### src/hdl/lss_pkg.sv
// ============================================================================
// lss_pkg - shared types and constants of the least-squares slope unit
// Field and accumulator widths, the sequencer states, the multiply phases and the status codes.
// ============================================================================
package lss_pkg;

   localparam int XWidth     = 16;  // frame index
   localparam int YWidth     = 24;  // sample, unsigned Q16.8
   localparam int CountWidth = 11;  // holds up to 1024 samples
   localparam int SxWidth    = 26;
   localparam int SyWidth    = 34;
   localparam int SxyWidth   = 50;
   localparam int SxxWidth   = 42;
   localparam int ProdWidth  = 60;  // widest of n*Sxy, Sx*Sy, n*Sxx, Sx*Sx
   localparam int MplWidth   = 26;  // widest multiplier operand (Sx)
   localparam int DenWidth   = 52;  // n*Sxx - Sx*Sx
   localparam int DivWidth   = 67;  // 100 * |numerator|
   localparam int AluWidth   = 68;
   localparam int StepWidth  = 7;   // counts up to DivWidth steps
   localparam int SlopeWidth = 32;

   localparam logic [SlopeWidth-1:0] SlopeMax = 32'h7FFF_FFFF;
   localparam logic [SlopeWidth-1:0] SlopeMin = 32'h8000_0000;

   typedef enum logic [1:0] {
      FIT_OK   = 2'd0,
      FIT_FEW  = 2'd1,
      FIT_FLAT = 2'd2
   } fit_status_type;

   typedef enum logic [1:0] {
      MUL_NXX = 2'd0,
      MUL_XX  = 2'd1,
      MUL_NXY = 2'd2,
      MUL_XY  = 2'd3
   } mul_phase_type;

   typedef enum logic [3:0] {
      ST_IDLE   = 4'd0,
      ST_PROD   = 4'd1,
      ST_ACC    = 4'd2,
      ST_EVAL   = 4'd3,
      ST_MUL    = 4'd4,
      ST_DEN    = 4'd5,
      ST_NUM    = 4'd6,
      ST_NEG    = 4'd7,
      ST_SCALE1 = 4'd8,
      ST_SCALE2 = 4'd9,
      ST_DIV    = 4'd10,
      ST_SAT    = 4'd11
   } lss_state_type;

endpackage

### src/hdl/least_squares_slope_unit.sv
// ============================================================================
// least_squares_slope_unit - running least-squares slope of (x, y) samples
// Accumulates count, Sx, Sy, Sxy, Sxx and on the closing word computes
// 100 * (n*Sxy - Sx*Sy) / (n*Sxx - Sx*Sx) on one shared 68-bit adder.
// ============================================================================
// Usage:
//   Input channel: drive req_frame_index, req_sample_value, req_last_sample
//   and raise start; the word is taken at an edge where start is high and
//   busy is low. busy rises on the next cycle.
//   A word without req_last_sample keeps busy high through the product
//   register state, then the accumulate state; only then is a new word taken.
//   A word with req_last_sample ends the run: after accumulating, the unit
//   runs four shift-add multiplies (11, 26, 11 and 26 steps), adder steps
//   for the denominator, numerator, sign and x100 scale, a 67-step
//   restoring divide, all on the same adder, and a saturate step that raises
//   the result strobe rsp_valid. Short cuts (fewer than two samples, zero x
//   spread) end the run early with a result.
//   Result channel: rsp_valid is high for exactly one cycle with the fields;
//   the receiver cannot stall it. busy is low during that cycle.
//   Words beyond MAX_SAMPLES are dropped and flagged in rsp_samples_dropped.
//   Sums clear after each result.
//   Reset (synchronous, active high) clears all sums and returns to idle.
// ============================================================================
module least_squares_slope_unit
   import lss_pkg::*;
#(
   parameter int MAX_SAMPLES = 1024
) (
   input  logic                         clock,
   input  logic                         reset,
   input  logic                         start,
   output logic                         busy,
   input  logic [XWidth-1:0]            req_frame_index,
   input  logic [YWidth-1:0]            req_sample_value,
   input  logic                         req_last_sample,
   output logic                         rsp_valid,
   output logic signed [SlopeWidth-1:0] rsp_slope_per_hundred,
   output logic [1:0]                   rsp_fit_status,
   output logic                         rsp_samples_dropped
);

   localparam logic [CountWidth-1:0] CountLimit = CountWidth'(MAX_SAMPLES);

   // sequencer
   lss_state_type state_ff, state_in;
   mul_phase_type phase_ff, phase_in;
   logic [StepWidth-1:0] step_ff, step_in;

   // latched input word and its products
   logic [XWidth-1:0]         x_ff, x_in;
   logic [YWidth-1:0]         y_ff, y_in;
   logic                      last_ff, last_in;
   logic [XWidth+YWidth-1:0]  prod_xy_ff, prod_xy_in;
   logic [2*XWidth-1:0]       prod_xx_ff, prod_xx_in;

   // running sums
   logic [CountWidth-1:0] count_ff, count_in;
   logic [SxWidth-1:0]    sum_x_ff, sum_x_in;
   logic [SyWidth-1:0]    sum_y_ff, sum_y_in;
   logic [SxyWidth-1:0]   sum_xy_ff, sum_xy_in;
   logic [SxxWidth-1:0]   sum_xx_ff, sum_xx_in;
   logic                  dropped_ff, dropped_in;

   // arithmetic working registers
   logic [ProdWidth-1:0] mcand_ff, mcand_in;
   logic [MplWidth-1:0]  mplier_ff, mplier_in;
   logic [ProdWidth-1:0] acc_ff, acc_in;
   logic [ProdWidth-1:0] t0_ff, t0_in;
   logic [DenWidth-1:0]  den_ff, den_in;
   logic [ProdWidth-1:0] mag_ff, mag_in;
   logic                 neg_ff, neg_in;
   logic [DivWidth-1:0]  num_ff, num_in;
   logic [DenWidth-1:0]  rem_ff, rem_in;

   // result registers
   logic                  rsp_valid_ff, rsp_valid_in;
   logic [SlopeWidth-1:0] slope_ff, slope_in;
   fit_status_type        status_ff, status_in;
   logic                  drop_out_ff, drop_out_in;

   // shared adder / subtractor
   logic [AluWidth-1:0] alu_a, alu_b;
   logic                alu_sub;
   logic [AluWidth:0]   alu_sum;
   logic                alu_borrow;

   logic [ProdWidth-1:0] acc_step;
   logic [DenWidth:0]    trial;
   logic                 over_pos, over_neg;

   assign alu_sum    = {1'b0, alu_a} + {1'b0, (alu_sub ? ~alu_b : alu_b)}
                       + {{AluWidth{1'b0}}, alu_sub};
   assign alu_borrow = alu_sub & ~alu_sum[AluWidth];

   // Next remainder candidate: bring down the next dividend bit.
   assign trial = {rem_ff, num_ff[DivWidth-1]};

   // Quotient beyond the signed 32-bit range.
   assign over_pos = |num_ff[DivWidth-1:SlopeWidth-1];
   assign over_neg = (|num_ff[DivWidth-1:SlopeWidth])
                     | (num_ff[SlopeWidth-1] & (|num_ff[SlopeWidth-2:0]));

   // Adder operand select: one use per state.
   always_comb begin
      alu_a   = '0;
      alu_b   = '0;
      alu_sub = 1'b0;
      unique case (state_ff)
         ST_MUL: begin
            alu_a = AluWidth'(acc_ff);
            alu_b = AluWidth'(mcand_ff);
         end
         ST_DEN, ST_NUM: begin
            alu_a   = AluWidth'(t0_ff);
            alu_b   = AluWidth'(acc_ff);
            alu_sub = 1'b1;
         end
         ST_NEG: begin
            alu_b   = AluWidth'(mag_ff);
            alu_sub = 1'b1;
         end
         ST_SCALE1: begin
            alu_a = AluWidth'(mag_ff) << 6;
            alu_b = AluWidth'(mag_ff) << 5;
         end
         ST_SCALE2: begin
            alu_a = AluWidth'(num_ff);
            alu_b = AluWidth'(mag_ff) << 2;
         end
         ST_DIV: begin
            alu_a   = AluWidth'(trial);
            alu_b   = AluWidth'(den_ff);
            alu_sub = 1'b1;
         end
         default: begin
            alu_a   = '0;
            alu_b   = '0;
            alu_sub = 1'b0;
         end
      endcase
   end

   // Accumulator value after this multiply step.
   assign acc_step = mplier_ff[0] ? alu_sum[ProdWidth-1:0] : acc_ff;

   always_comb begin
      state_in     = state_ff;
      phase_in     = phase_ff;
      step_in      = step_ff;
      x_in         = x_ff;
      y_in         = y_ff;
      last_in      = last_ff;
      prod_xy_in   = prod_xy_ff;
      prod_xx_in   = prod_xx_ff;
      count_in     = count_ff;
      sum_x_in     = sum_x_ff;
      sum_y_in     = sum_y_ff;
      sum_xy_in    = sum_xy_ff;
      sum_xx_in    = sum_xx_ff;
      dropped_in   = dropped_ff;
      mcand_in     = mcand_ff;
      mplier_in    = mplier_ff;
      acc_in       = acc_ff;
      t0_in        = t0_ff;
      den_in       = den_ff;
      mag_in       = mag_ff;
      neg_in       = neg_ff;
      num_in       = num_ff;
      rem_in       = rem_ff;
      rsp_valid_in = 1'b0;
      slope_in     = slope_ff;
      status_in    = status_ff;
      drop_out_in  = drop_out_ff;

      unique case (state_ff)
         ST_IDLE: begin
            if (start) begin
               x_in     = req_frame_index;
               y_in     = req_sample_value;
               last_in  = req_last_sample;
               state_in = ST_PROD;
            end
         end

         ST_PROD: begin
            prod_xy_in = x_ff * y_ff;
            prod_xx_in = x_ff * x_ff;
            state_in   = ST_ACC;
         end

         ST_ACC: begin
            // Drop the word once the run is full.
            if (count_ff < CountLimit) begin
               count_in  = count_ff + 1'b1;
               sum_x_in  = sum_x_ff + SxWidth'(x_ff);
               sum_y_in  = sum_y_ff + SyWidth'(y_ff);
               sum_xy_in = sum_xy_ff + SxyWidth'(prod_xy_ff);
               sum_xx_in = sum_xx_ff + SxxWidth'(prod_xx_ff);
            end else begin
               dropped_in = 1'b1;
            end
            state_in = last_ff ? ST_EVAL : ST_IDLE;
         end

         ST_EVAL: begin
            if (count_ff < CountWidth'(2)) begin
               slope_in     = '0;
               status_in    = FIT_FEW;
               drop_out_in  = dropped_ff;
               rsp_valid_in = 1'b1;
               state_in     = ST_IDLE;
            end else begin
               // start n * Sxx
               phase_in  = MUL_NXX;
               mcand_in  = ProdWidth'(sum_xx_ff);
               mplier_in = MplWidth'(count_ff);
               acc_in    = '0;
               step_in   = StepWidth'(CountWidth - 1);
               state_in  = ST_MUL;
            end
         end

         ST_MUL: begin
            // One shift-add step; on the last step hand over to the next phase.
            acc_in    = acc_step;
            mcand_in  = mcand_ff << 1;
            mplier_in = mplier_ff >> 1;
            step_in   = step_ff - 1'b1;
            if (step_ff == '0) begin
               unique case (phase_ff)
                  MUL_NXX: begin
                     t0_in     = acc_step;
                     phase_in  = MUL_XX;
                     mcand_in  = ProdWidth'(sum_x_ff);
                     mplier_in = MplWidth'(sum_x_ff);
                     acc_in    = '0;
                     step_in   = StepWidth'(SxWidth - 1);
                  end
                  MUL_XX: begin
                     state_in = ST_DEN;
                  end
                  MUL_NXY: begin
                     t0_in     = acc_step;
                     phase_in  = MUL_XY;
                     mcand_in  = ProdWidth'(sum_y_ff);
                     mplier_in = MplWidth'(sum_x_ff);
                     acc_in    = '0;
                     step_in   = StepWidth'(SxWidth - 1);
                  end
                  MUL_XY: begin
                     state_in = ST_NUM;
                  end
                  default: begin
                     state_in = ST_IDLE;
                  end
               endcase
            end
         end

         ST_DEN: begin
            // Denominator is never negative; zero means all x were equal.
            den_in = alu_sum[DenWidth-1:0];
            if (alu_sum[DenWidth-1:0] == '0) begin
               slope_in     = '0;
               status_in    = FIT_FLAT;
               drop_out_in  = dropped_ff;
               rsp_valid_in = 1'b1;
               state_in     = ST_IDLE;
            end else begin
               phase_in  = MUL_NXY;
               mcand_in  = ProdWidth'(sum_xy_ff);
               mplier_in = MplWidth'(count_ff);
               acc_in    = '0;
               step_in   = StepWidth'(CountWidth - 1);
               state_in  = ST_MUL;
            end
         end

         ST_NUM: begin
            mag_in   = alu_sum[ProdWidth-1:0];
            neg_in   = alu_borrow;
            state_in = ST_NEG;
         end

         ST_NEG: begin
            if (neg_ff) begin
               mag_in = alu_sum[ProdWidth-1:0];
            end
            state_in = ST_SCALE1;
         end

         ST_SCALE1: begin
            num_in   = alu_sum[DivWidth-1:0];
            state_in = ST_SCALE2;
         end

         ST_SCALE2: begin
            num_in   = alu_sum[DivWidth-1:0];
            rem_in   = '0;
            step_in  = StepWidth'(DivWidth - 1);
            state_in = ST_DIV;
         end

         ST_DIV: begin
            // Restoring step: quotient bits shift in behind the dividend.
            if (!alu_borrow) begin
               rem_in = alu_sum[DenWidth-1:0];
            end else begin
               rem_in = trial[DenWidth-1:0];
            end
            num_in  = {num_ff[DivWidth-2:0], ~alu_borrow};
            step_in = step_ff - 1'b1;
            if (step_ff == '0) begin
               state_in = ST_SAT;
            end
         end

         ST_SAT: begin
            if (!neg_ff) begin
               slope_in = over_pos ? SlopeMax : num_ff[SlopeWidth-1:0];
            end else begin
               slope_in = over_neg ? SlopeMin : (SlopeWidth'(0) - num_ff[SlopeWidth-1:0]);
            end
            status_in    = FIT_OK;
            drop_out_in  = dropped_ff;
            rsp_valid_in = 1'b1;
            state_in     = ST_IDLE;
         end

         default: begin
            state_in = ST_IDLE;
         end
      endcase

      // Clear the run once its result goes out.
      if (rsp_valid_in) begin
         count_in   = '0;
         sum_x_in   = '0;
         sum_y_in   = '0;
         sum_xy_in  = '0;
         sum_xx_in  = '0;
         dropped_in = 1'b0;
      end
   end

   always_ff @(posedge clock) begin
      if (reset) begin
         state_ff     <= ST_IDLE;
         phase_ff     <= MUL_NXX;
         step_ff      <= '0;
         count_ff     <= '0;
         sum_x_ff     <= '0;
         sum_y_ff     <= '0;
         sum_xy_ff    <= '0;
         sum_xx_ff    <= '0;
         dropped_ff   <= 1'b0;
         rsp_valid_ff <= 1'b0;
      end else begin
         state_ff     <= state_in;
         phase_ff     <= phase_in;
         step_ff      <= step_in;
         count_ff     <= count_in;
         sum_x_ff     <= sum_x_in;
         sum_y_ff     <= sum_y_in;
         sum_xy_ff    <= sum_xy_in;
         sum_xx_ff    <= sum_xx_in;
         dropped_ff   <= dropped_in;
         rsp_valid_ff <= rsp_valid_in;
      end
   end

   // Payload and working registers: no reset needed.
   always_ff @(posedge clock) begin
      x_ff        <= x_in;
      y_ff        <= y_in;
      last_ff     <= last_in;
      prod_xy_ff  <= prod_xy_in;
      prod_xx_ff  <= prod_xx_in;
      mcand_ff    <= mcand_in;
      mplier_ff   <= mplier_in;
      acc_ff      <= acc_in;
      t0_ff       <= t0_in;
      den_ff      <= den_in;
      mag_ff      <= mag_in;
      neg_ff      <= neg_in;
      num_ff      <= num_in;
      rem_ff      <= rem_in;
      slope_ff    <= slope_in;
      status_ff   <= status_in;
      drop_out_ff <= drop_out_in;
   end

   assign busy                  = (state_ff != ST_IDLE);
   assign rsp_valid             = rsp_valid_ff;
   assign rsp_slope_per_hundred = slope_ff;
   assign rsp_fit_status        = status_ff;
   assign rsp_samples_dropped   = drop_out_ff;

   // ------------------------------------------------------------------------
   // Assertions
   // ------------------------------------------------------------------------
   a_strobe_single: assert property (@(posedge clock) disable iff (reset)
      rsp_valid |=> !rsp_valid)
      else $error("result strobe held for more than one cycle");

   a_strobe_idle: assert property (@(posedge clock) disable iff (reset)
      rsp_valid |-> !busy)
      else $error("result strobe while still busy");

   a_count_limit: assert property (@(posedge clock) disable iff (reset)
      count_ff <= CountLimit)
      else $error("sample count beyond capacity");

   a_div_nonzero: assert property (@(posedge clock) disable iff (reset)
      state_ff == ST_DIV |-> den_ff != '0)
      else $error("divide started with zero denominator");

   a_zero_on_fail: assert property (@(posedge clock) disable iff (reset)
      rsp_valid && rsp_fit_status != FIT_OK |-> rsp_slope_per_hundred == '0)
      else $error("nonzero slope reported with failed fit");

endmodule

### config.mk
export PLATFORM = sky130hd
export DESIGN_NAME = least_squares_slope_unit
export DESIGN_NICKNAME = d
export VERILOG_FILES = /design/src/hdl/lss_pkg.sv /design/src/hdl/least_squares_slope_unit.sv
export SDC_FILE = /design/constraint.sdc
export NUM_CORES = 2
export LEC_CHECK = 0
export BUFFER_PORTS_ARGS = -buffer_cell sky130_fd_sc_hd__buf_2
export CORE_MARGIN = 4
export CORE_UTILIZATION = 25
export CTS_BUF_LIST = sky130_fd_sc_hd__clkbuf_4 sky130_fd_sc_hd__clkbuf_8 sky130_fd_sc_hd__clkbuf_16
export DETAILED_ROUTE_END_ITERATION = 7
export SLEW_MARGIN = 20
export SYNTH_ARGS = -nofsm -noshare
export SYNTH_HDL_FRONTEND = slang
export SYNTH_SLANG_ARGS = --single-unit
export TNS_END_PERCENT = 10
### constraint.sdc
create_clock -name clock -period 10.6 [get_ports clock]
set_input_delay 1.59 -clock clock [delete_from_list [all_inputs] [get_ports clock]]
set_output_delay 1.59 -clock clock [all_outputs]
set_load 0.005 [all_outputs]
# Word-level counts from Yosys, hierarchy flattened
# Cells that the tools add are included.
# word_totals
inputBits,44
ff_bits,764
output_inout_bits,37
# classes
muxes,58
n_bitwise,7
reduce_logical,29
multipliers,2
eq_ne,24
n_lt_le_gt_ge,2
n_addsub,9
# op_table
operator,count
60-bit two-way mux,9
65-bit one-hot mux with 6 select lines,1
60-bit one-hot mux with 3 select lines,2
67-bit one-hot mux with 5 select lines,1
60-bit one-hot mux with 2 select lines,2
32-bit two-way mux,5
67-bit one-hot mux with 2 select lines,1
26-bit two-way mux,4
52-bit one-hot mux with 2 select lines,1
32-bit one-hot mux with 3 select lines,1
26-bit one-hot mux with 3 select lines,1
68-bit by 68-bit adder with 69-bit output,1
69-bit by 1-bit adder with 69-bit output,1
68-bit two-way mux,1
68-bit NOT,1
52-bit zero test,1
52-bit two-way mux,1
50-bit by 40-bit adder with 50-bit output,1
4-bit one-hot mux with 11 select lines,1
42-bit by 32-bit adder with 42-bit output,1
16-bit by 24-bit multiplier with 40-bit output,1
36-bit OR reduction,1
7-bit one-hot mux with 5 select lines,1
35-bit OR reduction,1
other kinds (43),90

# Longest topological paths before layout
# logic_depth
word_depth,11
depth_mapped,29
ltp_nobuf,27

# Least setup slack after synthesis
# Ideal clock, no wire load.
# synth_path
path_kind,register to register
start,register state_ff[2]
end,register acc_ff[0] (enable)
stages_incl_launch_ff,24
path_slack_ns,0.278
path_buffers,5
required_ns,9.010
arrival_time_ns,8.732
setup_ns,1.590
cell_sequence,dfxtp_1 > clkbuf_1 > nand2b_1 > clkbuf_1 > nor2_1 > clkbuf_1 > clkbuf_1 > clkbuf_1 > a22oi_1 > nand3_1 > fa_1 > a21oi_1 > o21ai_1 > a211oi_1 > a21oi_1 > or4_1 > or4b_1 > a2111oi_0 > nand4bb_1 > nor4_1 > nand4_1 > nor4_4 > nand2b_1 > nand3_1
# synth_between
elab_chain_len,10
# synth_rtl
element,line,source
start: declaration,least_squares_slope_unit.sv:45,"lss_state_type state_ff, state_in;"
start signal: assignment,least_squares_slope_unit.sv:359,state_ff <= state_in;
4-bit by 3-bit == test with 1-bit output,least_squares_slope_unit.sv:108,unique case (state_ff)
2-bit OR reduction,least_squares_slope_unit.sv:108,
65-bit one-hot mux with 6 select lines,least_squares_slope_unit.sv:108,
68-bit NOT,least_squares_slope_unit.sv:91,"assign alu_sum = {1'b0, alu_a} + {1'b0, (alu_sub ? ~alu_b : alu_b)}"
68-bit two-way mux,least_squares_slope_unit.sv:91,
68-bit by 68-bit adder with 69-bit output,least_squares_slope_unit.sv:91,
69-bit by 1-bit adder with 69-bit output *,least_squares_slope_unit.sv:92,"+ {{AluWidth{1'b0}}, alu_sub};"
net alu_sum[6],least_squares_slope_unit.sv:84,logic [AluWidth:0] alu_sum;
52-bit zero test *,least_squares_slope_unit.sv:263,if (alu_sum[DenWidth-1:0] == '0) begin
2-bit inequality test (no line) *,--,
3-bit AND reduction (no line) *,--,
end signal: assignment,least_squares_slope_unit.sv:381,acc_ff <= acc_in;
end: declaration,least_squares_slope_unit.sv:67,"logic [ProdWidth-1:0] acc_ff, acc_in;"
# Mark *: on every way through the listed nets, which the timed path passes. The rest lies on a longest branch.
# A chain may end at the register's enable or synchronous reset.

# Worst setup path in the final report
# layout_path
start,register state_ff[0]
end,register mcand_ff[56] (enable)
# layout_between
elab_chain_len,10
# layout_rtl
element,line,source
4-bit by 3-bit == test with 1-bit output,least_squares_slope_unit.sv:108,
2-bit OR reduction,least_squares_slope_unit.sv:108,
65-bit one-hot mux with 6 select lines,least_squares_slope_unit.sv:108,
68-bit NOT,least_squares_slope_unit.sv:91,
68-bit two-way mux,least_squares_slope_unit.sv:91,
68-bit by 68-bit adder with 69-bit output,least_squares_slope_unit.sv:91,
69-bit by 1-bit adder with 69-bit output *,least_squares_slope_unit.sv:92,
net alu_sum[10],least_squares_slope_unit.sv:84,
52-bit zero test *,least_squares_slope_unit.sv:263,
2-bit inequality test (no line) *,--,
3-bit AND reduction (no line) *,--,
end signal: assignment,least_squares_slope_unit.sv:379,mcand_ff <= mcand_in;
end: declaration,least_squares_slope_unit.sv:65,"logic [ProdWidth-1:0] mcand_ff, mcand_in;"
# Marked as above.

==> results.toml <==
[layout]
area_growth_pct = 10.96
stdcell_area_mm2 = 0.06891
nNetsFinal = 7428
most-common-layout-cells = "1,027 x nand2_1, 704 x inv_1, 585 x edfxtp_1, 474 x fa_1, 397 x a21oi_1"
final_common_cell = "nand2_1"
seq_area_mm2 = 0.02113
multi_input_area_mm2 = 0.03705
stdcell_count = 9899
fin_util_pct = 27.94
fill_cells = 25860
drive_gt1_share_pct = 6.134

[worst_setup_path]
r2r_start = "state_ff[0]"
path_class = "flip-flop to flip-flop"
cp-end-kind = "flip-flop"
required_ps = 10980
startpoint_type = "flip-flop"
cp-startpoint = "state_ff[0]"
worst-path-max-fanout = 47
critPathArrivalTime_ps = 9600

[routing]
wl_um = 185600
dr.first_iter.drc_count = 5379
routed_via_density = 4.999
post-route-drc-count = 22
first_pass_iters = 8
routedWlPerCell_um = 18.75
postRouteAntennaNets = 0
vias = 49490

[floorplan]
io_pins = 81
die_width_um = 506.4
die_h_um = 506.4
core-area_mm2 = 0.2466
start_util_pct = 25.18
dieArea_mm2 = 0.2564
num_rows = 182

[clock_tree]
cts_tree = "built"
cts.sinks = 763
cts-root-buf = "clkbuf_16"
htreeDepth = 3
cts_setup_buffers = 0
cts.reportedPaths.clkPinSlew_ps = 60
cts_buffer_depth = 3
insertion_delay_ps = 740
cts.repair.resized = 0
cts_buffers = 82
hold_buffers = 0

[grt]
grt_remaining_overflow = 0
grt_use_total_pct = 14.06
grt_pass1_wl_um = 287600
grt_max_degree = 119
antenna_found_initial = 7
grt_pass1_vias = 49050

[power_and_ir_drop]
power_density_mw_per_mm2 = 297.4
peakVddDrop_v = 0.0005246
p_leak_nw = 28.50

[timing]
hold_viol = 0
fin_ws_ps = 1373
rsz0062_at_grt = "false"
finalSetupViolCount = 0
fin_crit_sh_pct = 87.05
relSlewSlack_pct = 21.91
fin_crit_ps = 9227
drv_slew = 0
worstMarginPinSlew_ps = 1161
max_freq_mhz = 108.4
setup-tns-final_ps = 0
finalClockSkew_ps = 55.41

[placement]
dp_hpwl_um = 132700
dp_slack_ps = 1625
dpl-instance-area_mm2 = 0.06606
dp_cells = 9746
port_buffers = 80
finalWeightedCongestion = 0.9221

[yosys]
ys_seq_area_share_pct = 34.03
async_reset_ff_share_pct = 0
synth_top_flop_cell = "edfxtp_1"
ys_types = 86
mappedNetlistNets = 7531
syn_area_mm2 = 0.06210
ys_ff_latch = 763
avgSynthCellArea_um2 = 9.378
synthesis.instances = 6622
yosys_warnings = 0
synth-edff-count = 585

[run]
drv_cap = 0

[min_path]
hold_class = "flip-flop to flip-flop"
hp-start = "sum_xx_ff[28]"

[status]
violations = "DRC"
run_status = "finished with violations"
[per-layer routing]
| metal | global-route usage (%) | share of wire (%) | wire [um] |
|---|---|---|---|
| met4 | 3.276 | 2.1 | 3890 |
| met1 | 20.28 | 45 | 84320 |
| met3 | 2.939 | 9.4 | 17440 |
| met5 | 0 | 0.0065 | 12 |
| met2 | 21.47 | 43 | 79940 |
[worst paths after layout]
check	endpoint	slack [ps]	cells past startpoint
max	mcand_ff[56]	1370	21
min	sum_xx_ff[28]	480	2
max reg2reg	mcand_ff[56]	1370	21
min reg2reg	sum_xx_ff[28]	480	2
[through the flow]
step / total power, mW / hold slack, ps
finish: 20.49 / 477.5
global route: 22.43 / 489.1
global placement: 17.06 / 459.7
CTS: 20.53 / 476.9
floorplan: 13.83 / 408.8
detailed placement: 17.42 / 468.6
[kinds of logic (layout without fill, tap and decap cells)]
logic type               count (synthesis)  in the layout  synth area share (%)
multiplexers                            80             80                 1.394
adder cells (fa/ha/maj)                865            865                 23.16
other                                    0              1                     0
AO/OA/AOI/OAI                         1297           1297                 13.86
XOR/XNOR                               293            293                 4.132
AND/OR/NAND/NOR                       2267           2267                 16.86
flip-flops                             763            763                 34.03
buffers and inverters                 1057           1021                 6.570
[final cells by class]
cell class	instances	area share, %
multi-input combinational	4802	53.77
timing repair buffer	160	1.585
sequential	763	30.67
clock buffer	111	3.423
clock inverter	40	0.6664
tap	3312	6.014
antenna	1	0.003632
inverter	710	3.869
[power breakdown]
part / switching, mW / total, mW / internal [mW]
Clock: 1.33 / 3.02 / 1.69
Combinational: 7.94 / 13.2 / 5.28
Sequential: 0.191 / 4.24 / 4.05
[cell usage after synthesis (31+ instances only)]
library cell  instances  share of area, %
dfxtp_1             178               5.7
nand3_1             159               1.3
nand4_1              77              0.78
nor3b_1              31              0.37
nor3_1               76              0.61
or3_1                41              0.41
o21ai_0             215               1.7
inv_1               706               4.3
ha_1                391               7.9
xnor2_1             199               2.8
a21o_1              109               1.3
nand2b_1             40              0.40
o21a_1               32              0.39
a222oi_1             98               1.6
a31oi_1              47              0.47
clkbuf_1            286               1.7
fa_1                474                15
nor2_1              395               2.4
and2_1              248               2.5
a211oi_1             71              0.86
nand2_1            1029               6.2
mux2_2               52              0.94
xor2_1               94               1.3
edfxtp_1            585                28
a22oi_1             116               1.4
a21oi_1             400               3.2
and3_1               62              0.62
buf_1                37              0.22
[critical path, cell delays in order (launching register included)]
cell	delay, ps
dfxtp_1	460
buf_4	380
nor3b_1	140
o21bai_4	750
inv_2	480
a222oi_1	420
inv_1	90
ha_1	380
a21oi_1	130
o21ai_1	330
a2111o_1	200
o311ai_1	280
or4_1	620
or4b_1	560
a2111oi_0	780
nand4bb_1	170
nor4_1	290
nand4_1	190
nor4_4	710
nand2b_1	260
nand3_4	550
buf_4	600
[sequential cells by signal, summed over array words and instances, names as in the netlist, 50 cells and up]
signal / flops
num_ff: 67
rem_ff: 52
t0_ff: 60
acc_ff: 60
den_ff: 52
mag_ff: 60
mcand_ff: 60
sum_xy_ff: 50
Power figures use the tool's default switching activity.
